==> config.mk <==
export PLATFORM = sky130hd
export DESIGN_NAME = accel_sensor_poll_sequencer_flat
export DESIGN_NICKNAME = d
export VERILOG_FILES = /design/src/aspseq_pkg.sv /design/src/aspseq_if.sv /design/src/aspseq_regs.sv /design/src/accel_sensor_poll_sequencer.sv /design/src/flat_wrapper.sv
export SDC_FILE = /design/constraint.sdc
export NUM_CORES = 1
export LEC_CHECK = 0
export BUFFER_PORTS_ARGS = -buffer_cell sky130_fd_sc_hd__buf_2
export CORE_ASPECT_RATIO = 0.5
export CORE_MARGIN = 2
export CORE_UTILIZATION = 51
export CTS_BUF_LIST = sky130_fd_sc_hd__clkbuf_16
export DETAILED_ROUTE_END_ITERATION = 8
export MAX_ROUTING_LAYER = met4
export PLACE_DENSITY = 0.82
export SLEW_MARGIN = 0
export SYNTH_ARGS = -nofsm -noshare
export SYNTH_HDL_FRONTEND = slang
export SYNTH_SLANG_ARGS = --single-unit
==> constraint.sdc <==
create_clock -name clk -period 3.16 [get_ports clk]
set_input_delay 0.158 -clock clk [delete_from_list [all_inputs] [get_ports clk]]
set_output_delay 0.158 -clock clk [all_outputs]
set_load 0.1 [all_outputs]
==> src/aspseq_pkg.sv <==
package aspseq_pkg;

	// Event codes carried in req_type
	typedef enum logic [1:0] {
		EV_START   = 2'd0,
		EV_DONE    = 2'd1,
		EV_TIMEOUT = 2'd2,
		EV_POLL    = 2'd3
	} event_t;

	// Driver mode reported in driver_mode
	typedef enum logic [1:0] {
		MODE_INIT  = 2'd0,
		MODE_IDLE  = 2'd1,
		MODE_READ  = 2'd2,
		MODE_FAULT = 2'd3
	} mode_t;

	// Steps of the configure-and-verify sequence
	typedef enum logic [1:0] {
		STEP_WAIT_START = 2'd0,
		STEP_WAIT_WRITE = 2'd1,
		STEP_WAIT_CHECK = 2'd2
	} step_t;

	// Register indexes on the configuration port
	localparam logic REG_CONTROL_WORD  = 1'b0;
	localparam logic REG_ATTEMPT_LIMIT = 1'b1;

	localparam int PADDR_W = 3;

	localparam logic [7:0] RESET_CONTROL_WORD  = 8'h67;
	localparam logic [3:0] RESET_ATTEMPT_LIMIT = 4'd3;

	localparam logic [7:0] READ_FLAG = 8'h80;
	localparam logic [7:0] CTRL_ADDR = 8'h20;
	localparam logic [7:0] OUT_ADDR  = 8'h28;

	localparam logic [2:0] LEN_SHORT = 3'd2;
	localparam logic [2:0] LEN_BURST = 3'd7;

	localparam logic [3:0] ATTEMPT_MAX = 4'd15;

	typedef struct packed {
		logic [7:0] control_word;
		logic [3:0] attempt_limit;
	} cfg_t;

endpackage

==> src/aspseq_if.sv <==
interface aspseq_evt_if;
	logic       valid;
	logic       ready;
	logic [1:0] req_type;
	logic [7:0] rx_byte_1;
	logic [7:0] rx_byte_2;
	logic [7:0] rx_byte_3;
	logic [7:0] rx_byte_4;
	logic [7:0] rx_byte_5;
	logic [7:0] rx_byte_6;

	modport source (
		output valid, req_type, rx_byte_1, rx_byte_2, rx_byte_3,
			rx_byte_4, rx_byte_5, rx_byte_6,
		input  ready
	);
	modport sink (
		input  valid, req_type, rx_byte_1, rx_byte_2, rx_byte_3,
			rx_byte_4, rx_byte_5, rx_byte_6,
		output ready
	);
endinterface

interface aspseq_res_if;
	logic               valid;
	logic               ready;
	logic               transfer_request;
	logic [2:0]         transfer_length;
	logic [7:0]         tx_first_byte;
	logic [7:0]         tx_second_byte;
	logic [1:0]         driver_mode;
	logic signed [15:0] accel_x;
	logic signed [15:0] accel_y;
	logic signed [15:0] accel_z;
	logic               arm_poll_timer;
	logic               disarm_poll_timer;
	logic               event_error;

	modport source (
		output valid, transfer_request, transfer_length, tx_first_byte,
			tx_second_byte, driver_mode, accel_x, accel_y, accel_z,
			arm_poll_timer, disarm_poll_timer, event_error,
		input  ready
	);
	modport sink (
		input  valid, transfer_request, transfer_length, tx_first_byte,
			tx_second_byte, driver_mode, accel_x, accel_y, accel_z,
			arm_poll_timer, disarm_poll_timer, event_error,
		output ready
	);
endinterface

==> src/aspseq_regs.sv <==
module aspseq_regs
	import aspseq_pkg::*;
(
	input  logic               clk,
	input  logic               arst_n,
	input  logic               psel,
	input  logic               penable,
	input  logic               pwrite,
	input  logic [PADDR_W-1:0] paddr,
	input  logic [31:0]        pwdata,
	output logic [31:0]        prdata,
	output logic               pready,
	output cfg_t               cfg
);

	cfg_t cfg_q;
	logic wr_en;

	assign pready = 1'b1;
	assign wr_en  = psel && penable && pwrite && pready;
	assign cfg    = cfg_q;

	always_ff @(posedge clk or negedge arst_n) begin
		if (!arst_n) begin
			cfg_q.control_word  <= RESET_CONTROL_WORD;
			cfg_q.attempt_limit <= RESET_ATTEMPT_LIMIT;
		end else if (wr_en) begin
			unique case (paddr[2])
				REG_CONTROL_WORD:  cfg_q.control_word  <= pwdata[7:0];
				REG_ATTEMPT_LIMIT: cfg_q.attempt_limit <= pwdata[3:0];
				default: ;
			endcase
		end
	end

	always_comb begin
		unique case (paddr[2])
			REG_CONTROL_WORD:  prdata = {24'd0, cfg_q.control_word};
			REG_ATTEMPT_LIMIT: prdata = {28'd0, cfg_q.attempt_limit};
			default:           prdata = 32'd0;
		endcase
	end

endmodule

==> src/accel_sensor_poll_sequencer.sv <==
// Sequencer for an SPI accelerometer: it writes the control word, reads it
// back to verify it, then polls the sensor for X/Y/Z samples on each tick.
//
// Channels: evt carries one event word (req_type plus six received bytes),
// res carries one result word per event (transfer request, mode, axes,
// timer flags, error flag). Both use valid/ready; a word moves when both are
// high. The APB port holds control_word (0x0) and attempt_limit (0x4).
//
// An accepted event word is held in the event register, evaluated against
// the state, and its result is registered in the result register.
// Throughput: one event per cycle while res is not stalled, set by the
// single state update between the event register and the result register.
//
// Reset: arst_n clears the mode to initialising, the sequence step and the
// attempt count to zero, the axes to zero, and loads the register defaults
// (control word 0x67, attempt limit 3). No result is pending after reset.
//
// Stall: while res is stalled the result word holds; one more event word
// is held in the event register, after which evt.ready drops until the
// receiver takes the result.
module accel_sensor_poll_sequencer
	import aspseq_pkg::*;
(
	input  logic               clk,
	input  logic               arst_n,
	input  logic               psel,
	input  logic               penable,
	input  logic               pwrite,
	input  logic [PADDR_W-1:0] paddr,
	input  logic [31:0]        pwdata,
	output logic [31:0]        prdata,
	output logic               pready,
	aspseq_evt_if.sink         evt,
	aspseq_res_if.source       res
);

	cfg_t cfg;

	aspseq_regs u_regs (
		.clk     (clk),
		.arst_n  (arst_n),
		.psel    (psel),
		.penable (penable),
		.pwrite  (pwrite),
		.paddr   (paddr),
		.pwdata  (pwdata),
		.prdata  (prdata),
		.pready  (pready),
		.cfg     (cfg)
	);

	// Event register (stage 1)
	logic       valid_s1;
	event_t     ev_s1;
	logic [7:0] rx1_s1, rx2_s1, rx3_s1, rx4_s1, rx5_s1, rx6_s1;

	// Sequencer state
	mode_t       mode_q;
	step_t       step_q;
	logic [3:0]  attempt_q;
	logic [15:0] ax_q, ay_q, az_q;

	// Result register (stage 2)
	logic        valid_s2;
	logic        req_s2;
	logic [2:0]  len_s2;
	logic [7:0]  tx0_s2, tx1_s2;
	logic        arm_s2, disarm_s2, err_s2;

	// Next-state and result terms
	mode_t       mode_d;
	step_t       step_d;
	logic [3:0]  attempt_d;
	logic [3:0]  attempt_inc;
	logic [15:0] ax_d, ay_d, az_d;
	logic        req_d;
	logic [2:0]  len_d;
	logic [7:0]  tx0_d, tx1_d;
	logic        arm_d, disarm_d, err_d;

	logic advance;

	// Evaluate the held event when the result slot is free or being emptied
	assign advance   = valid_s1 && (!valid_s2 || res.ready);
	assign evt.ready = !valid_s1 || advance;

	always_ff @(posedge clk or negedge arst_n) begin
		if (!arst_n) begin
			valid_s1 <= 1'b0;
		end else if (evt.ready) begin
			valid_s1 <= evt.valid;
		end
	end

	always_ff @(posedge clk) begin
		if (evt.ready && evt.valid) begin
			ev_s1  <= event_t'(evt.req_type);
			rx1_s1 <= evt.rx_byte_1;
			rx2_s1 <= evt.rx_byte_2;
			rx3_s1 <= evt.rx_byte_3;
			rx4_s1 <= evt.rx_byte_4;
			rx5_s1 <= evt.rx_byte_5;
			rx6_s1 <= evt.rx_byte_6;
		end
	end

	// State register
	always_ff @(posedge clk or negedge arst_n) begin
		if (!arst_n) begin
			mode_q    <= MODE_INIT;
			step_q    <= STEP_WAIT_START;
			attempt_q <= 4'd0;
			ax_q      <= 16'd0;
			ay_q      <= 16'd0;
			az_q      <= 16'd0;
		end else if (advance) begin
			mode_q    <= mode_d;
			step_q    <= step_d;
			attempt_q <= attempt_d;
			ax_q      <= ax_d;
			ay_q      <= ay_d;
			az_q      <= az_d;
		end
	end

	// Count one failed verification, saturating
	assign attempt_inc = (attempt_q < ATTEMPT_MAX) ? attempt_q + 4'd1 : attempt_q;

	always_comb begin
		mode_d    = mode_q;
		step_d    = step_q;
		attempt_d = attempt_q;
		ax_d      = ax_q;
		ay_d      = ay_q;
		az_d      = az_q;
		req_d     = 1'b0;
		len_d     = 3'd0;
		tx0_d     = 8'd0;
		tx1_d     = 8'd0;
		arm_d     = 1'b0;
		disarm_d  = 1'b0;
		err_d     = 1'b0;

		unique case (mode_q)
			MODE_INIT: begin
				unique case (ev_s1)
					EV_START: begin
						if (step_q == STEP_WAIT_START) begin
							step_d = STEP_WAIT_WRITE;
							req_d  = 1'b1;
							len_d  = LEN_SHORT;
							tx0_d  = CTRL_ADDR;
							tx1_d  = cfg.control_word;
						end else begin
							err_d = 1'b1;
						end
					end
					EV_DONE: begin
						unique case (step_q)
							STEP_WAIT_WRITE: begin
								// Write landed: read the control register back
								step_d = STEP_WAIT_CHECK;
								req_d  = 1'b1;
								len_d  = LEN_SHORT;
								tx0_d  = READ_FLAG | CTRL_ADDR;
							end
							STEP_WAIT_CHECK: begin
								if (rx1_s1 == cfg.control_word) begin
									mode_d = MODE_IDLE;
									arm_d  = 1'b1;
								end else begin
									step_d    = STEP_WAIT_START;
									attempt_d = attempt_inc;
									if (attempt_inc >= cfg.attempt_limit) begin
										mode_d   = MODE_FAULT;
										ax_d     = 16'd0;
										ay_d     = 16'd0;
										az_d     = 16'd0;
										disarm_d = 1'b1;
									end else begin
										// Retry the write
										step_d = STEP_WAIT_WRITE;
										req_d  = 1'b1;
										len_d  = LEN_SHORT;
										tx0_d  = CTRL_ADDR;
										tx1_d  = cfg.control_word;
									end
								end
							end
							default: err_d = 1'b1;
						endcase
					end
					EV_TIMEOUT: begin
						mode_d   = MODE_FAULT;
						ax_d     = 16'd0;
						ay_d     = 16'd0;
						az_d     = 16'd0;
						disarm_d = 1'b1;
					end
					EV_POLL: ;
					default: ;
				endcase
			end
			MODE_IDLE: begin
				unique case (ev_s1)
					EV_START: err_d = 1'b1;
					EV_TIMEOUT: begin
						mode_d   = MODE_FAULT;
						ax_d     = 16'd0;
						ay_d     = 16'd0;
						az_d     = 16'd0;
						disarm_d = 1'b1;
					end
					EV_POLL: begin
						mode_d = MODE_READ;
						req_d  = 1'b1;
						len_d  = LEN_BURST;
						tx0_d  = READ_FLAG | OUT_ADDR;
					end
					EV_DONE: ;
					default: ;
				endcase
			end
			MODE_READ: begin
				unique case (ev_s1)
					EV_START: err_d = 1'b1;
					EV_TIMEOUT: begin
						mode_d   = MODE_FAULT;
						ax_d     = 16'd0;
						ay_d     = 16'd0;
						az_d     = 16'd0;
						disarm_d = 1'b1;
					end
					EV_DONE: begin
						// Pack little-endian axis pairs
						ax_d   = {rx2_s1, rx1_s1};
						ay_d   = {rx4_s1, rx3_s1};
						az_d   = {rx6_s1, rx5_s1};
						mode_d = MODE_IDLE;
					end
					EV_POLL: ;
					default: ;
				endcase
			end
			MODE_FAULT: ;  // drop every event
			default: ;
		endcase
	end

	// Result register
	always_ff @(posedge clk or negedge arst_n) begin
		if (!arst_n) begin
			valid_s2 <= 1'b0;
		end else if (advance) begin
			valid_s2 <= 1'b1;
		end else if (res.ready) begin
			valid_s2 <= 1'b0;
		end
	end

	always_ff @(posedge clk) begin
		if (advance) begin
			req_s2    <= req_d;
			len_s2    <= len_d;
			tx0_s2    <= tx0_d;
			tx1_s2    <= tx1_d;
			arm_s2    <= arm_d;
			disarm_s2 <= disarm_d;
			err_s2    <= err_d;
		end
	end

	// Mode and axes after the event are the state registers themselves
	assign res.valid             = valid_s2;
	assign res.transfer_request  = req_s2;
	assign res.transfer_length   = len_s2;
	assign res.tx_first_byte     = tx0_s2;
	assign res.tx_second_byte    = tx1_s2;
	assign res.driver_mode       = mode_q;
	assign res.accel_x           = $signed(ax_q);
	assign res.accel_y           = $signed(ay_q);
	assign res.accel_z           = $signed(az_q);
	assign res.arm_poll_timer    = arm_s2;
	assign res.disarm_poll_timer = disarm_s2;
	assign res.event_error       = err_s2;

	// Fault is terminal until reset
	a_fault_sticks: assert property (@(posedge clk) disable iff (!arst_n)
		mode_q == MODE_FAULT |=> mode_q == MODE_FAULT)
		else $error("fault mode left without reset");

	// A disarm is only reported together with fault mode and cleared X and Z axes
	a_disarm_fault: assert property (@(posedge clk) disable iff (!arst_n)
		res.valid && res.disarm_poll_timer |->
			res.driver_mode == MODE_FAULT && ax_q == 16'd0 && az_q == 16'd0)
		else $error("disarm without fault");

	// A timer arm only accompanies entry to idle
	a_arm_idle: assert property (@(posedge clk) disable iff (!arst_n)
		res.valid && res.arm_poll_timer |-> res.driver_mode == MODE_IDLE)
		else $error("arm outside idle");

	// Input backpressure only while both stages are full and output stalled
	a_ready_full: assert property (@(posedge clk) disable iff (!arst_n)
		!evt.ready |-> valid_s1 && valid_s2 && !res.ready)
		else $error("event channel stalled with room to spare");

endmodule
==> src/flat_wrapper.sv <==
// flat-port wrapper written by rule: the top's interface ports become plain ports
module accel_sensor_poll_sequencer_flat import aspseq_pkg::*;
  (clk, arst_n, psel, penable, pwrite, paddr, pwdata, prdata, pready, evt_valid, evt_req_type, evt_rx_byte_1, evt_rx_byte_2, evt_rx_byte_3, evt_rx_byte_4, evt_rx_byte_5, evt_rx_byte_6, evt_ready, res_valid, res_transfer_request, res_transfer_length, res_tx_first_byte, res_tx_second_byte, res_driver_mode, res_accel_x, res_accel_y, res_accel_z, res_arm_poll_timer, res_disarm_poll_timer, res_event_error, res_ready);
  aspseq_evt_if evt_i ();
  aspseq_res_if res_i ();
  input  logic clk;
  input  logic arst_n;
  input  logic psel;
  input  logic penable;
  input  logic pwrite;
  input  logic [PADDR_W-1:0] paddr;
  input  logic [31:0] pwdata;
  output logic [31:0] prdata;
  output logic pready;
  input wire logic [$bits(evt_i.valid)-1:0] evt_valid;
  input wire logic [$bits(evt_i.req_type)-1:0] evt_req_type;
  input wire logic [$bits(evt_i.rx_byte_1)-1:0] evt_rx_byte_1;
  input wire logic [$bits(evt_i.rx_byte_2)-1:0] evt_rx_byte_2;
  input wire logic [$bits(evt_i.rx_byte_3)-1:0] evt_rx_byte_3;
  input wire logic [$bits(evt_i.rx_byte_4)-1:0] evt_rx_byte_4;
  input wire logic [$bits(evt_i.rx_byte_5)-1:0] evt_rx_byte_5;
  input wire logic [$bits(evt_i.rx_byte_6)-1:0] evt_rx_byte_6;
  output wire logic [$bits(evt_i.ready)-1:0] evt_ready;
  output wire logic [$bits(res_i.valid)-1:0] res_valid;
  output wire logic [$bits(res_i.transfer_request)-1:0] res_transfer_request;
  output wire logic [$bits(res_i.transfer_length)-1:0] res_transfer_length;
  output wire logic [$bits(res_i.tx_first_byte)-1:0] res_tx_first_byte;
  output wire logic [$bits(res_i.tx_second_byte)-1:0] res_tx_second_byte;
  output wire logic [$bits(res_i.driver_mode)-1:0] res_driver_mode;
  output wire logic [$bits(res_i.accel_x)-1:0] res_accel_x;
  output wire logic [$bits(res_i.accel_y)-1:0] res_accel_y;
  output wire logic [$bits(res_i.accel_z)-1:0] res_accel_z;
  output wire logic [$bits(res_i.arm_poll_timer)-1:0] res_arm_poll_timer;
  output wire logic [$bits(res_i.disarm_poll_timer)-1:0] res_disarm_poll_timer;
  output wire logic [$bits(res_i.event_error)-1:0] res_event_error;
  input wire logic [$bits(res_i.ready)-1:0] res_ready;
  assign evt_i.valid = evt_valid;
  assign evt_i.req_type = evt_req_type;
  assign evt_i.rx_byte_1 = evt_rx_byte_1;
  assign evt_i.rx_byte_2 = evt_rx_byte_2;
  assign evt_i.rx_byte_3 = evt_rx_byte_3;
  assign evt_i.rx_byte_4 = evt_rx_byte_4;
  assign evt_i.rx_byte_5 = evt_rx_byte_5;
  assign evt_i.rx_byte_6 = evt_rx_byte_6;
  assign evt_ready = evt_i.ready;
  assign res_valid = res_i.valid;
  assign res_transfer_request = res_i.transfer_request;
  assign res_transfer_length = res_i.transfer_length;
  assign res_tx_first_byte = res_i.tx_first_byte;
  assign res_tx_second_byte = res_i.tx_second_byte;
  assign res_driver_mode = res_i.driver_mode;
  assign res_accel_x = res_i.accel_x;
  assign res_accel_y = res_i.accel_y;
  assign res_accel_z = res_i.accel_z;
  assign res_arm_poll_timer = res_i.arm_poll_timer;
  assign res_disarm_poll_timer = res_i.disarm_poll_timer;
  assign res_event_error = res_i.event_error;
  assign res_i.ready = res_ready;
  accel_sensor_poll_sequencer u_core (.clk(clk), .arst_n(arst_n), .psel(psel), .penable(penable), .pwrite(pwrite), .paddr(paddr), .pwdata(pwdata), .prdata(prdata), .pready(pready), .evt(evt_i), .res(res_i));
endmodule
# Word-level counts from Yosys, hierarchy flattened
# Index checks and enable logic that the tools add are counted.
[classes]
order_cmp = 2
muxes = 65
addsub = 1
eq_ne = 19
bitwise_logic = 2
reduce_logical = 23
[op_table]
columns = ["operator", "n"]
rows = [
  ["case mux 16 bit (3 select lines)", 3],
  ["case mux 16 bit (2 select lines)", 4],
  ["two-way mux 16 bit", 4],
  ["case mux 32 bit (2 select lines)", 1],
  ["case mux 8 bit (2 select lines)", 4],
  ["two-way mux 8 bit", 6],
  ["case mux 2 bit (2 select lines)", 5],
  ["case mux 3 bit (2 select lines)", 3],
  ["two-way mux 1 bit", 15],
  ["inequality test 3 bit, second input constant", 5],
  ["two-way mux 2 bit", 7],
  ["case mux 1 bit (2 select lines)", 7],
  ["two-way mux 6 bit", 2],
  ["equality test 2 bit, second input constant", 4],
  ["equality test 8 bit", 1],
  ["AND reduction 8 bit", 1],
  ["AND reduction 7 bit", 1],
  ["equality test 2 x 1 -> 1 bit, second input constant", 3],
  ["zero test 2 bit", 3],
  ["two-way mux 3 bit", 2],
  ["inequality test 3 x 2 -> 1 bit, second input constant", 2],
  ["case mux 2 bit (3 select lines)", 1],
  ["AND reduction 6 bit", 1],
  ["AND reduction 5 bit", 1],
  ["16 further kinds", 26],
]
[word_totals]
output_inout_bits = 108
register_bits = 143
in_bits = 92

# Logic depth before layout (Yosys ltp)
# Gate-level depths: netlist of run 1.
[depth]
depth_word = 8
depth_mapped = 11
depth_no_buf = 9

# By module
# A second synthesis of run 1 with hierarchy kept.
[unflattened]
cells_unflattened = 428
hier_area_um2 = 6114.6
[by_module_without_submodules]
columns = ["mod", "area_per_inst_um2", "cells_per_inst", "n_inst", "seq_area_each_um2"]
rows = [
  ["accel_sensor_poll_sequencer", 5353.9, 366, 1, 3373.2],
  ["aspseq_regs", 760.7, 62, 1, 309.0],
]

# Worst setup path after synthesis of run 1
# No wires, ideal clock.
[synth_path]
path_type = "reg-to-reg"
from = "register u_core.valid_s2, in the netlist u_core.res.valid"
to = "register u_core.ev_s1[0], enable pin"
stages_incl_launch_ff = 3
setup_time_ps = 412
t_required_ps = 2748
path_slack_ps = -258
arrival_ps = 3006
path_cell_list = "dfrtp_1 nand3b_1 and2_1"
[synth_between]
elab_chain_cells = 5
[synth_rtl]
columns = ["element", "line", "text"]
rows = [
  ["start, declared", "accel_sensor_poll_sequencer.sv:64", "logic valid_s2;"],
  ["start signal, assigned", "accel_sensor_poll_sequencer.sv:253", "valid_s2 <= 1'b0;"],
  ["start signal, assigned", "accel_sensor_poll_sequencer.sv:255", "valid_s2 <= 1'b1;"],
  ["start signal, assigned", "accel_sensor_poll_sequencer.sv:257", "valid_s2 <= 1'b0;"],
  ["zero test 1 bit", "accel_sensor_poll_sequencer.sv:84", "assign advance = valid_s1 && (!valid_s2 || res.ready);"],
  ["logical OR 1 bit", "accel_sensor_poll_sequencer.sv:84", ""],
  ["logical AND 1 bit", "accel_sensor_poll_sequencer.sv:84", ""],
  ["logical OR 1 bit", "accel_sensor_poll_sequencer.sv:85", "assign evt.ready = !valid_s1 || advance;"],
  ["net evt_ready", "flat_wrapper.sv:23", "output wire logic [$bits(evt_i.ready)-1:0] evt_ready;"],
  ["logical AND 1 bit", "accel_sensor_poll_sequencer.sv:96", "if (evt.ready && evt.valid) begin"],
  ["end signal, assigned", "accel_sensor_poll_sequencer.sv:97", "ev_s1 <= event_t'(evt.req_type);"],
  ["end, declared", "accel_sensor_poll_sequencer.sv:54", "event_t ev_s1;"],
]
# The timed path passes the listed nets, and every way through them passes these cells.
# A chain may end at the register's enable or synchronous reset.

# Worst setup path in the final report of run 1
[layout_path]
from = "register u_core.attempt_q[0]"
to = "register u_core.ay_q[2], in the netlist u_core.res.accel_y[2]"
[layout_between]
elab_chain_cells = 5
word_cells_on_any_way = 6
[layout_rtl]
columns = ["element", "line", "text"]
rows = [
  ["start, declared", "accel_sensor_poll_sequencer.sv:60", "logic [3:0] attempt_q;"],
  ["start signal, assigned", "accel_sensor_poll_sequencer.sv:119", "attempt_q <= attempt_d;"],
  ["adder 4 x 1 -> 4 bit / less-than comparator 4 bit (equally long branches)", "accel_sensor_poll_sequencer.sv:127", "assign attempt_inc = (attempt_q < ATTEMPT_MAX) ? attempt_q + 4'd1 : attempt_q;"],
  ["two-way mux 4 bit (*)", "accel_sensor_poll_sequencer.sv:127", ""],
  ["net u_core.attempt_inc[1]", "accel_sensor_poll_sequencer.sv:74", "logic [3:0] attempt_inc;"],
  [">= comparator 4 bit (*)", "accel_sensor_poll_sequencer.sv:174", "if (attempt_inc >= cfg.attempt_limit) begin"],
  ["inequality test 3 x 2 -> 1 bit (no line) (*)", "--", ""],
  ["AND reduction 8 bit (no line) (*)", "--", ""],
  ["end signal, assigned", "accel_sensor_poll_sequencer.sv:121", "ay_q <= ay_d;"],
  ["end, declared", "accel_sensor_poll_sequencer.sv:61", "logic [15:0] ax_q, ay_q, az_q;"],
]
# The timed path passes the listed nets; every way through them passes the cells marked *.

==> impl_results.md, run 1 <==
* Status: finished clean
* Worst hold path class: in -> reg
* Die height at 81.2 microns
* Antenna Nets Post-Route at 0
* Met3 WL at 562 microns
* Total grt overflow at 0
* # port buffers at 143
* Die area at 12900 sq um
* Data arrival, critical path at 3.15 ns
* Max H-tree Level at 4
* Cts bufs inserted at 17
* Most numerous cell in the Yosys netlist: edfxtp_1
* DP HPWL at 8060 microns
* Initial core utilization at 51.8%
* Post-synthesis sequential area ratio at 60.6%
* DR top layer: met4
* # clock sinks at 134
* Critical path class: reg -> reg
* Worst ir drop on vdd at 0.000425 V
* Wl on met1 at 5370 microns
* Via count at approximately 4100
* Clk pin slew, worst setup/hold paths at 0.05 ns
* Least-Margin Pin Slew at 0.935 ns
* Highest-delay cell along the critical path: dfrtp_1
* Async set or reset register ratio after synthesis at between 50% and 60%
* Final Skew at approximately 0.0077 ns
* Startpoint Class: register
* Met2 WL at 7050 microns
* Final WL at between 10000 and 15000 microns
* Crit path cell chain: ha_1, nand3_1, mux2_2, ha_1, a2111o_1, a21oi_2, nor3_4, buf_12, mux2_2
* Die W at 158 microns
* Core area at 11700 sq um
* Share of cells above drive strength 1 at 39.8%
* Clock period minus worst slack at roughly 2.9 ns
* Total power at 4.77 mW
* Root buffer cell: clkbuf_16
* Synth top area share at between 30% and 40%
* Mapped Cells at between 400 and 500
* Setup Total Neg Slack at 0 ns
* Initial drt markers at around 170
* Slowest stage delay, CP at 0.43 ns
* Placer congestion estimate at 0.799
* Antenna cell count at 0
* Max Cap Viol at 0
* Max Slew Vio Count at 0
* TritonCTS clock tree: yes
* Netlist cell types at 44
* Io pins at 200
* Post-synthesis cell area at 6080 sq um
* Min Hold Slack at approximately 0.019 ns
* Initial antenna violation count at 0
* Largest net degree at the start of global routing at 71
* Synth Register Bits at around 130
* Num rows at 28
* Clock buffer depth at 2
* Setup crit end kind: register
* First-pass GRT wire length at 21100 microns
* GR Util All Layers at 22.4%
* Vias in the first global route at 4234
* Area Overhead vs Synth at 32.0%
* Worst skew pair latency at 0.41 ns
* 1st-pass router iterations at 4
* Post-layout nets at between 700 and 800
* Required time of the worst setup path at between 3 and 4 ns
* EDFF count, synth at 64
* Max transition margin at 37.7%
* Syn. warnings at 0
* RSZ-0062 raised after global routing: false
* WL per Instance at between 15 and 20 microns
* Period utilization at 90.7%
* Avg Cell Area, Syn at 13.9 sq um
* P_leak at 3.91 nW
* Inst Count DP at ~720
* Vias/cell at 5.01
* Fmax at 0.349 GHz
* Endpoints failing setup at 0
* PwrDens at 595 nW/um^2
* Synth area leader: edfxtp_1
* Post-synth top cells: 64 x edfxtp_1, 63 x dfrtp_1, 51 x and3_1
* # fillers at 824
* Largest cells by area after synthesis: edfxtp_1 32%, dfrtp_1 26%, mux2_2 8.9%
* Max FO, Critical Path at 48
* Final Util at 68.4%
* Fin cells at between 800 and 900
* Residual DRC at 0
* Endpoints failing hold at 0
* Top_reg_cell synth: edfxtp_1
worst max-delay path: cells and delay by family (launching register included):
kind                     cells  cell delay, ns
adder cells (fa/ha/maj)      2            0.53
flip-flops                   1            0.43
AO/OA/AOI/OAI                2            0.62
AND/OR/NAND/NOR              2            0.21
multiplexers                 2            0.70
buffers and inverters        1            0.22
repair_timing:
| action | in CTS | in global routing |
|---|---|---|
| resized for setup | 0 | 0 |
| hold endpoints to repair | 122 | 0 |
| setup buffers | 0 | 0 |
| hold buffers | 59 | 0 |
routing by layer:
metal  up-vias  global-route usage [%]
met1      2045                    25.9
met2       118                    38.6
met5         -                       -
met4         0                    10.8
li1       1892                       -
met3        24                    4.22
per-stage QoR:
stage                     setup WS [ns]  area, sq um
after floorplan                  0.0484         6190
after global placement            0.350         6820
after detailed placement          0.332         6820
after CTS                         0.315         8030
after global routing              0.190         8030
final                             0.294         8030
kinds of logic (layout without fill, tap and decap cells):
logic type      after synthesis  count (layout)  synth area share (%)
flops                       134             134                  60.6
simple gates                110             110                  10.3
xor+xnor                     10              10                  1.44
mux                          72              72                  14.5
compound gates               23              23                  2.80
other cells                   2              30                 0.124
fa+ha+maj                    17              17                  3.50
buf+inv                      69             253                  6.81
path summary, 6_finish.rpt:
path,start,to,slack [ns],cells past startpoint
max,u_core.attempt_q[0]$_DFFE_PN0P_,u_core.res.accel_y[2]$_DFFE_PN0P_,0.29,9
max in group asynchronous,arst_n,u_core.res.accel_y[2]$_DFFE_PN0P_,2.12,2
max reg2reg,u_core.attempt_q[0]$_DFFE_PN0P_,u_core.res.accel_y[2]$_DFFE_PN0P_,0.29,9
min in group asynchronous,arst_n,u_core.step_q[1]$_DFFE_PN0P_,0.43,2
min,pwdata[0],u_core.u_regs.cfg[0]$_DFFE_PN1P_,0.02,2
min reg2reg,u_core.valid_s1$_DFFE_PN0N_,u_core.res.valid$_DFFE_PN0P_,0.49,1
area by class of cell:
class                      count  area [sq um]  area share (%)
timing repair buffer         207          1370            17.1
clock inverter                15           188            2.34
clock buffer                  17           425            5.30
multi-input combinational    262          2100            26.2
inverter                      14          52.6           0.655
sequential                   134          3680            45.9
tap                          165           206            2.57
sequential cells by signal, summed over array words and instances, names as in the netlist, 2 cells and up:
signal / count
u_core.attempt_q: 4
u_core.ev_s1: 2
u_core.res.accel_x: 16
u_core.res.accel_y: 16
u_core.res.accel_z: 16
u_core.res.driver_mode: 2
u_core.res.transfer_length: 2
u_core.res.tx_second_byte: 8
u_core.rx1_s1: 8
u_core.rx2_s1: 8
u_core.rx3_s1: 8
u_core.rx4_s1: 8
u_core.rx5_s1: 8
u_core.rx6_s1: 8
u_core.step_q: 2
u_core.u_regs.cfg: 12
layout by cell type (no fill, tap or decap), types with 4 or more instances in the layout:
cell type | Yosys | routed
nand2_1 | 16 | 16
nand3_1 | 4 | 4
nor2_1 | 12 | 12
inv_1 | 14 | 15
nor2b_1 | 4 | 4
mux2i_1 | 4 | 4
clkbuf_16 | 0 | 17
mux2_4 | 20 | 20
conb_1 | 2 | 30
dfstp_2 | 7 | 7
buf_4 | 34 | 4
xnor2_1 | 10 | 10
bufinv_16 | 0 | 4
and3_1 | 51 | 51
buf_2 | 4 | 142
dlygate4sd3_1 | 0 | 59
mux2_2 | 48 | 48
ha_1 | 17 | 16
dfrtp_1 | 63 | 63
nand2b_1 | 6 | 6
a21oi_1 | 7 | 7
edfxtp_1 | 64 | 64
where the power goes:
part           switching (mW)  leakage, nW  internal, mW
clock                   0.721        0.299          1.31
sequential             0.0572         1.54          1.95
combinational           0.560         2.06         0.182
total                    1.34         3.91          3.44
(Power assumes the default switching activity.)
==> run 2, diff against run 1 <==
--- a/config.mk
+++ b/config.mk
@@ -11,6 +11,7 @@
 export CORE_UTILIZATION = 51
 export CTS_BUF_LIST = sky130_fd_sc_hd__clkbuf_16
 export DETAILED_ROUTE_END_ITERATION = 8
+export HOLD_SLACK_MARGIN = 0.12
 export MAX_ROUTING_LAYER = met4
 export PLACE_DENSITY = 0.82
 export SLEW_MARGIN = 0
==> run 2 against run 1 <==
Net effect:
- combinational power is 0.5% higher
- clock-buffer cell count unchanged
- cell count rose by 0.37%
- die area did not move
- clock skew rose by 0.00092 ns
- total power is 0.27% higher
- core utilization grew 0.26 points
- critical endpoint is now u_core.res.accel_z[10]$_DFFE_PN0P_
==> impl_results.md, run 2 (same netlist as run 1, synthesis figures left out) <==
* Cts bufs inserted at 17 (unchanged)
* Antenna Nets Post-Route at 0 (unchanged)
* WL per Instance at 16.3 microns (+0.41%)
* First-pass GRT wire length at 21300 microns (+1.1%)
* Max transition margin at 37.6% (-0.058 points)
* Endpoints failing hold at 0 (unchanged)
* RSZ-0062 raised after global routing: false
* Initial core utilization at 51.8% (unchanged)
* Critical path class: reg -> reg
* Die height at 81.2 microns (unchanged)
* P_leak at 3.92 nW (+0.30%)
* Initial drt markers at 192 (+10%)
* Setup crit end kind: register
* Root buffer cell: clkbuf_16
* Placer congestion estimate at 0.799 (unchanged)
* Inst Count DP at 723 (unchanged)
* Clk pin slew, worst setup/hold paths at 0.06 ns (about the same)
* Clock period minus worst slack at 2.89 ns (+0.0214 ns)
* DP HPWL at 8060 microns (unchanged)
* Core area at 11700 sq um (unchanged)
* Worst skew pair latency at 0.41 ns (about the same)
* Min Hold Slack at 0.264 ns (+0.245 ns)
* Max Slew Vio Count at 0 (unchanged)
* Vias/cell at 5.03 (+0.44%)
* Die area at 12900 sq um (unchanged)
* Final Skew at 0.00867 ns (+0.000924 ns)
* Endpoints failing setup at 0 (unchanged)
* Commonest cells after routing, fill and taps aside: 142 x buf_2, 64 x edfxtp_1, 63 x dfrtp_1
* Share of cells above drive strength 1 at 39.6% (-0.18 points)
* Setup Total Neg Slack at 0 ns (unchanged)
* Total power at 4.79 mW (+0.27%)
* Status: finished clean
* # clock sinks at 134 (unchanged)
* Data arrival, critical path at 3.18 ns (+0.03 ns)
* Die W at 158 microns (unchanged)
* Fin cells at 817 (+0.37%)
* Max FO, Critical Path at 48 (unchanged)
* Period utilization at 91.4% (+0.68 points)
* PwrDens at 594 nW/um^2 (-0.10%)
* Total grt overflow at 0 (unchanged)
* # Post-CTS Setup Buffers at 0 (unchanged)
* Worst hold path class: in -> reg
* Via count at 4112 (+0.81%)
* Required time of the worst setup path at 3.46 ns (+0.02 ns)
* # port buffers at 143 (unchanged)
* Num rows at 28 (unchanged)
* Clock buffer depth at 2 (unchanged)
* Max Cap Viol at 0 (unchanged)
* Io pins at 200 (unchanged)
* Commonest non-fill, non-tap cell in the layout: buf_2
* Least-Margin Pin Slew at 0.936 ns (+0.000865 ns)
* TritonCTS clock tree: yes
* Initial antenna violation count at 0 (unchanged)
* DP Area at 6820 sq um (unchanged)
* Startpoint Class: register
* Vias in the first global route at 4310 (+1.8%)
* GR Util All Layers at 22.7% (+0.27 points)
* Residual DRC at 0 (unchanged)
* Largest net degree at the start of global routing at 71 (unchanged)
* Worst ir drop on vdd at 0.000439 V (+3.2%)
* Post-layout nets at 748 (+0.40%)
* Final WL at 13400 microns (+0.78%)
* 1st-pass router iterations at 4 (unchanged)
* Finished Cell Area at 8060 sq um (+0.37%)
* Max H-tree Level at 4 (unchanged)
* Fmax at 0.346 GHz (-0.74%)
* Area Overhead vs Synth at 32.5%
* Antenna cell count at 0 (unchanged)
## run 2: layout make-up
cell class | instances | area, sq um
clock buffers | 17 | 425
inverters | 14 | 52.6
multi-input cells | 262 | 2100
fillers | 820 | 3680
flip-flops and latches | 134 | 3680
clock inverters | 15 | 188
well taps | 165 | 206
repair buffers | 210 | 1400
## run 2: power by group
group / internal [mW] / switching [mW] / leakage, nW
Clock: 1.31 / 0.730 / 0.299
Sequential: 1.95 / 0.0578 / 1.54
Combinational: 0.184 / 0.561 / 2.08
## run 2: path summary, 6_finish.rpt
kind	from	to	slack, ns	depth (start not counted)
worst max-delay path	u_core.attempt_q[0]$_DFFE_PN0P_	u_core.res.accel_z[10]$_DFFE_PN0P_	0.27	9
max in group asynchronous	arst_n	u_core.res.accel_y[2]$_DFFE_PN0P_	2.12	2
min in group asynchronous	arst_n	u_core.step_q[1]$_DFFE_PN0P_	0.42	2
worst max register to register	u_core.attempt_q[0]$_DFFE_PN0P_	u_core.res.accel_z[10]$_DFFE_PN0P_	0.27	9
worst min register to register	u_core.res.accel_y[15]$_DFFE_PN0P_	u_core.res.accel_y[15]$_DFFE_PN0P_	0.50	1
worst min-delay path	pwrite	u_core.u_regs.cfg[1]$_DFFE_PN1P_	0.26	3
## run 2: metrics by stage
stage / util [%] / worst slack (ns)
floorplan: - / 0.0484
global placement: 58.1 / 0.350
detailed placement: 58.1 / 0.332
CTS: 68.6 / 0.315
global route: 68.6 / 0.189
finish: 68.6 / 0.272
## run 2: repair_timing
item	in CTS	in global routing
endpoints found under the hold margin	127	0
gates resized for setup	0	0
hold buffers	62	0
## run 2: worst max-delay path: stages (launching register included)
cell      delay (ns)
dfrtp_1         0.43
ha_1            0.26
nand3_1         0.15
mux2_2          0.37
ha_1            0.27
a2111o_1        0.40
a21oi_2         0.22
nor3_4          0.06
buf_12          0.21
mux2_4          0.35
## run 2: routing by layer
layer / share of wire, % / up-vias / wire length [microns] / global-route usage, %
met5: 0 / - / 0 / -
met4: 2.8 / 0 / 371 / 11.4
met3: 4.1 / 34 / 552 / 4.96
met2: 52 / 122 / 6980 / 38.7
met1: 41 / 2055 / 5460 / 25.9
li1: - / 1901 / - / -
==> run 3, diff against run 2 <==
--- a/config.mk
+++ b/config.mk
@@ -5,15 +5,16 @@
 export SDC_FILE = /design/constraint.sdc
 export NUM_CORES = 1
 export LEC_CHECK = 0
+export ABC_AREA = 1
 export BUFFER_PORTS_ARGS = -buffer_cell sky130_fd_sc_hd__buf_2
 export CORE_ASPECT_RATIO = 0.5
-export CORE_MARGIN = 2
-export CORE_UTILIZATION = 51
+export CORE_MARGIN = 3
+export CORE_UTILIZATION = 50
 export CTS_BUF_LIST = sky130_fd_sc_hd__clkbuf_16
 export DETAILED_ROUTE_END_ITERATION = 8
 export HOLD_SLACK_MARGIN = 0.12
 export MAX_ROUTING_LAYER = met4
-export PLACE_DENSITY = 0.82
+export PLACE_DENSITY = 0.81
 export SLEW_MARGIN = 0
 export SYNTH_ARGS = -nofsm -noshare
 export SYNTH_HDL_FRONTEND = slang
==> run 3 against run 2 <==
Net effect:
- wire length is 0.90% higher
- global-route usage is 0.69 points lower
- worst hold slack better by 0.013 ns
- cell count is 15% higher
- clock-buffer cell count stayed put
- clock skew hardly changed
- setup slack better by 0.0077 ns
- first-iteration DRC count is 47% higher
- sequential cell count stayed put
- core utilization is 0.87 points higher
- area after synthesis is 2.3% lower
- critical endpoint is now u_core.res.accel_x[11]$_DFFE_PN0P_
==> impl_results.md, run 3 <==
* Status: finished clean
* Via count at 4467 (+8.6%)
* Critical path class: reg -> reg
* Worst Hold Launch: paddr[2]
* Synth area leader: edfxtp_1
* Setup Total Neg Slack at 0 ns (unchanged)
* TritonCTS clock tree: yes
* Clock buffer depth at 2 (unchanged)
* Startpoint Class: register
* Synth Register Bits at 134 (unchanged)
* Placer congestion estimate at 0.763 (-4.6%)
* Final WL at 13500 microns (+0.90%)
* Data arrival, critical path at 3.21 ns (+0.03 ns)
* Largest cells by area after synthesis: edfxtp_1 32%, dfrtp_1 27%, nand2_1 10%
* Post-synthesis sequential area ratio at 62.0% (+1.4 points)
* EDFF count, synth at 64 (unchanged)
* Commonest cells after routing, fill and taps aside: 159 x nand2_1, 142 x buf_2, 64 x edfxtp_1
* Residual DRC at 0 (unchanged)
* Io pins at 200 (unchanged)
* Endpoints failing hold at 0 (unchanged)
* Vias/cell at 4.74 (-5.8%)
* Area Overhead vs Synth at 32.0%
* 1st-pass router iterations at 5 (+1)
* Initial core utilization at 52.7% (+0.86 points)
* Post-synth top cells: 159 x nand2_1, 64 x edfxtp_1, 63 x dfrtp_1
* # port buffers at 143 (unchanged)
* Endpoints failing setup at 0 (unchanged)
* Syn. warnings at 0 (unchanged)
* Setup crit start: u_core.attempt_q[0]$_DFFE_PN0P_
* Max Cap Viol at 0 (unchanged)
* Antenna Nets Post-Route at 0 (unchanged)
* Cts bufs inserted at 17 (unchanged)
* P_leak at 3.73 nW (-4.9%)
* Top_reg_cell synth: edfxtp_1
* Worst hold path class: in -> reg
* Finished Cell Area at 7840 sq um (-2.6%)
* Clk pin slew, worst setup/hold paths at 0.06 ns (about the same)
* Initial drt markers at 282 (+47%)
* Required time of the worst setup path at 3.49 ns (+0.03 ns)
* Mapped Cells at 565 (+29%)
* Synth Area in Adders at 3.58% (+0.081 points)
* Num rows at 27 (-3.6%)
* Die area at 13300 sq um (+3.5%)
* Clock period minus worst slack at 2.88 ns (-0.00768 ns)
* Commonest non-fill, non-tap cell in the layout: nand2_1
* DP Area at 6660 sq um (-2.4%)
* Max FO, Critical Path at 22 (-54%)
* Post-CTS sizing at 0 (unchanged)
* Fin cells at 942 (+15%)
* WL per Instance at 14.3 microns (-12%)
* Final WS setup at 0.280 ns (+0.00768 ns)
* Inst Count DP at 848 (+17%)
* Crit path cell chain: ha_1, nand2_1, nor2_1, inv_1, o21ai_0, ha_1, nand2_1, nand2_1, nand2_1, nand3_1, nand2_1, nand2_2, nand2_4, buf_4, nand2_1, o21ai_1
* Largest family of logic cells by synthesized area: simple AND/OR/NAND/NOR gates
* Max Slew Vio Count at 0 (unchanged)
* Largest net degree at the start of global routing at 71 (unchanged)
* Final Skew at 0.00899 ns (+0.000318 ns)
* Most numerous cell in the Yosys netlist: nand2_1
* Compound-Gate Fraction of Synth Area at 8.86% (+6.1 points)
* First-pass GRT wire length at 22700 microns (+6.6%)
* Slowest stage delay, CP at 0.40 ns (-0.03 ns)
* Synth top area share at 32.3% (+0.73 points)
* Avg Cell Area, Syn at 10.5 sq um (-24%)
* Post-layout nets at 879 (+18%)
* XOR/XNOR Fraction of Synth Area at 0.737% (-0.70 points)
* Pre-CTS setup slack at 0.341 ns (+0.00960 ns)
* Worst skew pair latency at 0.41 ns (about the same)
* Max H-tree Level at 4 (unchanged)
* CP dominant cell by count: nand2_1
* Async set or reset register ratio after synthesis at 52.2% (unchanged)
* Total grt overflow at 0 (unchanged)
* Initial antenna violation count at 0 (unchanged)
* Max transition margin at 40.6% (+3.0 points)
* Total power at 6.87 mW (+43%)
* GR Util All Layers at 22.0% (-0.69 points)
* Vias in the first global route at 4586 (+6.4%)
* Worst ir drop on vdd at 0.000437 V (-0.47%)
* Die height at 83.1 microns (+2.3%)
* RSZ-0062 raised after global routing: false
* Die W at 160 microns (+1.1%)
* Least-Margin Pin Slew at 0.891 ns (-0.0444 ns)
* Root buffer cell: clkbuf_16
* Share of cells above drive strength 1 at 29.4% (-10 points)
* Synth Area in Simple Gates at 14.8% (+4.6 points)
* Netlist cell types at 33 (-25%)
* # clock sinks at 134 (unchanged)
* Period utilization at 91.1% (-0.24 points)
* Fmax at 0.347 GHz (+0.27%)
* Min Hold Slack at 0.277 ns (+0.0131 ns)
* Post-synthesis cell area at 5940 sq um (-2.3%)
* Setup crit end kind: register
* Worst R2R Start: u_core.attempt_q[0]$_DFFE_PN0P_
* Final Util at 69.5% (+0.87 points)
* Antenna cell count at 0 (unchanged)
* DP HPWL at 8520 microns (+5.7%)
* Mux cell area share after synthesis at 0% (-14 points)
* PwrDens at 876 nW/um^2 (+47%)
* Highest-delay cell along the critical path: dfrtp_1
* Core area at 11300 sq um (-3.9%)
-- run 3: changes by cell type after synthesis, sizes merged, moves of 8 or more --
| cell | previous run | this run |
|---|---|---|
| nand2 | 16 | 172 |
| mux2 | 68 | 0 |
| o21ai | 1 | 69 |
| and3 | 51 | 1 |
| inv | 14 | 54 |
| nor2 | 12 | 20 |
-- run 3: routing by layer --
metal / GRT usage (%) / wire [microns]
met1: 26.0 / 5500
met2: 37.9 / 7050
met3: 4.48 / 703
met4: 7.80 / 227
met5: - / 0
-- run 3: where the power goes --
part	leakage (nW)	internal, mW	total [mW]	switching, mW
clock network	0.272	1.15	1.89	0.739
logic	1.92	0.498	2.72	2.22
registers	1.53	2.11	2.26	0.152
-- run 3: cells by family (layout without fill, tap and decap cells) --
group,Yosys count,count (layout)
AO/OA/AOI/OAI,86,86
XOR/XNOR,5,5
adder cells (fa/ha/maj),17,17
buffers and inverters,107,297
flip-flops,134,134
other,2,30
AND/OR/NAND/NOR,214,214
-- run 3: critical path: cells and delay by family (launching register included) --
family / cells / cell delay [ns]
AND/OR/NAND/NOR: 10 / 1.15
adder cells (fa/ha/maj): 2 / 0.50
buffers and inverters: 2 / 0.41
flip-flops: 1 / 0.40
AO/OA/AOI/OAI: 2 / 0.34
-- run 3: worst paths after layout --
kind | endpoint | slack (ns) | cells after the start
worst max-delay path | u_core.res.accel_x[11]$_DFFE_PN0P_ | 0.28 | 16
worst min-delay path | u_core.u_regs.cfg[0]$_DFFE_PN1P_ | 0.28 | 3
worst max register to register | u_core.res.accel_x[11]$_DFFE_PN0P_ | 0.28 | 16
worst min register to register | u_core.res.accel_z[8]$_DFFE_PN0P_ | 0.48 | 2
max in group asynchronous | u_core.u_regs.cfg[3]$_DFFE_PN0P_ | 2.16 | 2
min in group asynchronous | u_core.res.accel_y[6]$_DFFE_PN0P_ | 0.43 | 2
-- run 3: what timing repair did --
action / 4_1_cts / 5_1_grt
endpoints found under the hold margin: 127 / 0
hold buffers: 62 / 0
setup buffers: 0 / 0
-- run 3: area by class of cell --
cell class                      instances  area (sq um)
Clock buffer                           17           425
Clock inverter                         15           141
Fill cell                             797          3440
Inverter                               54           203
Multi-Input combinational cell        352          1780
Sequential cell                       134          3680
Tap cell                              159           199
Timing Repair Buffer                  211          1410
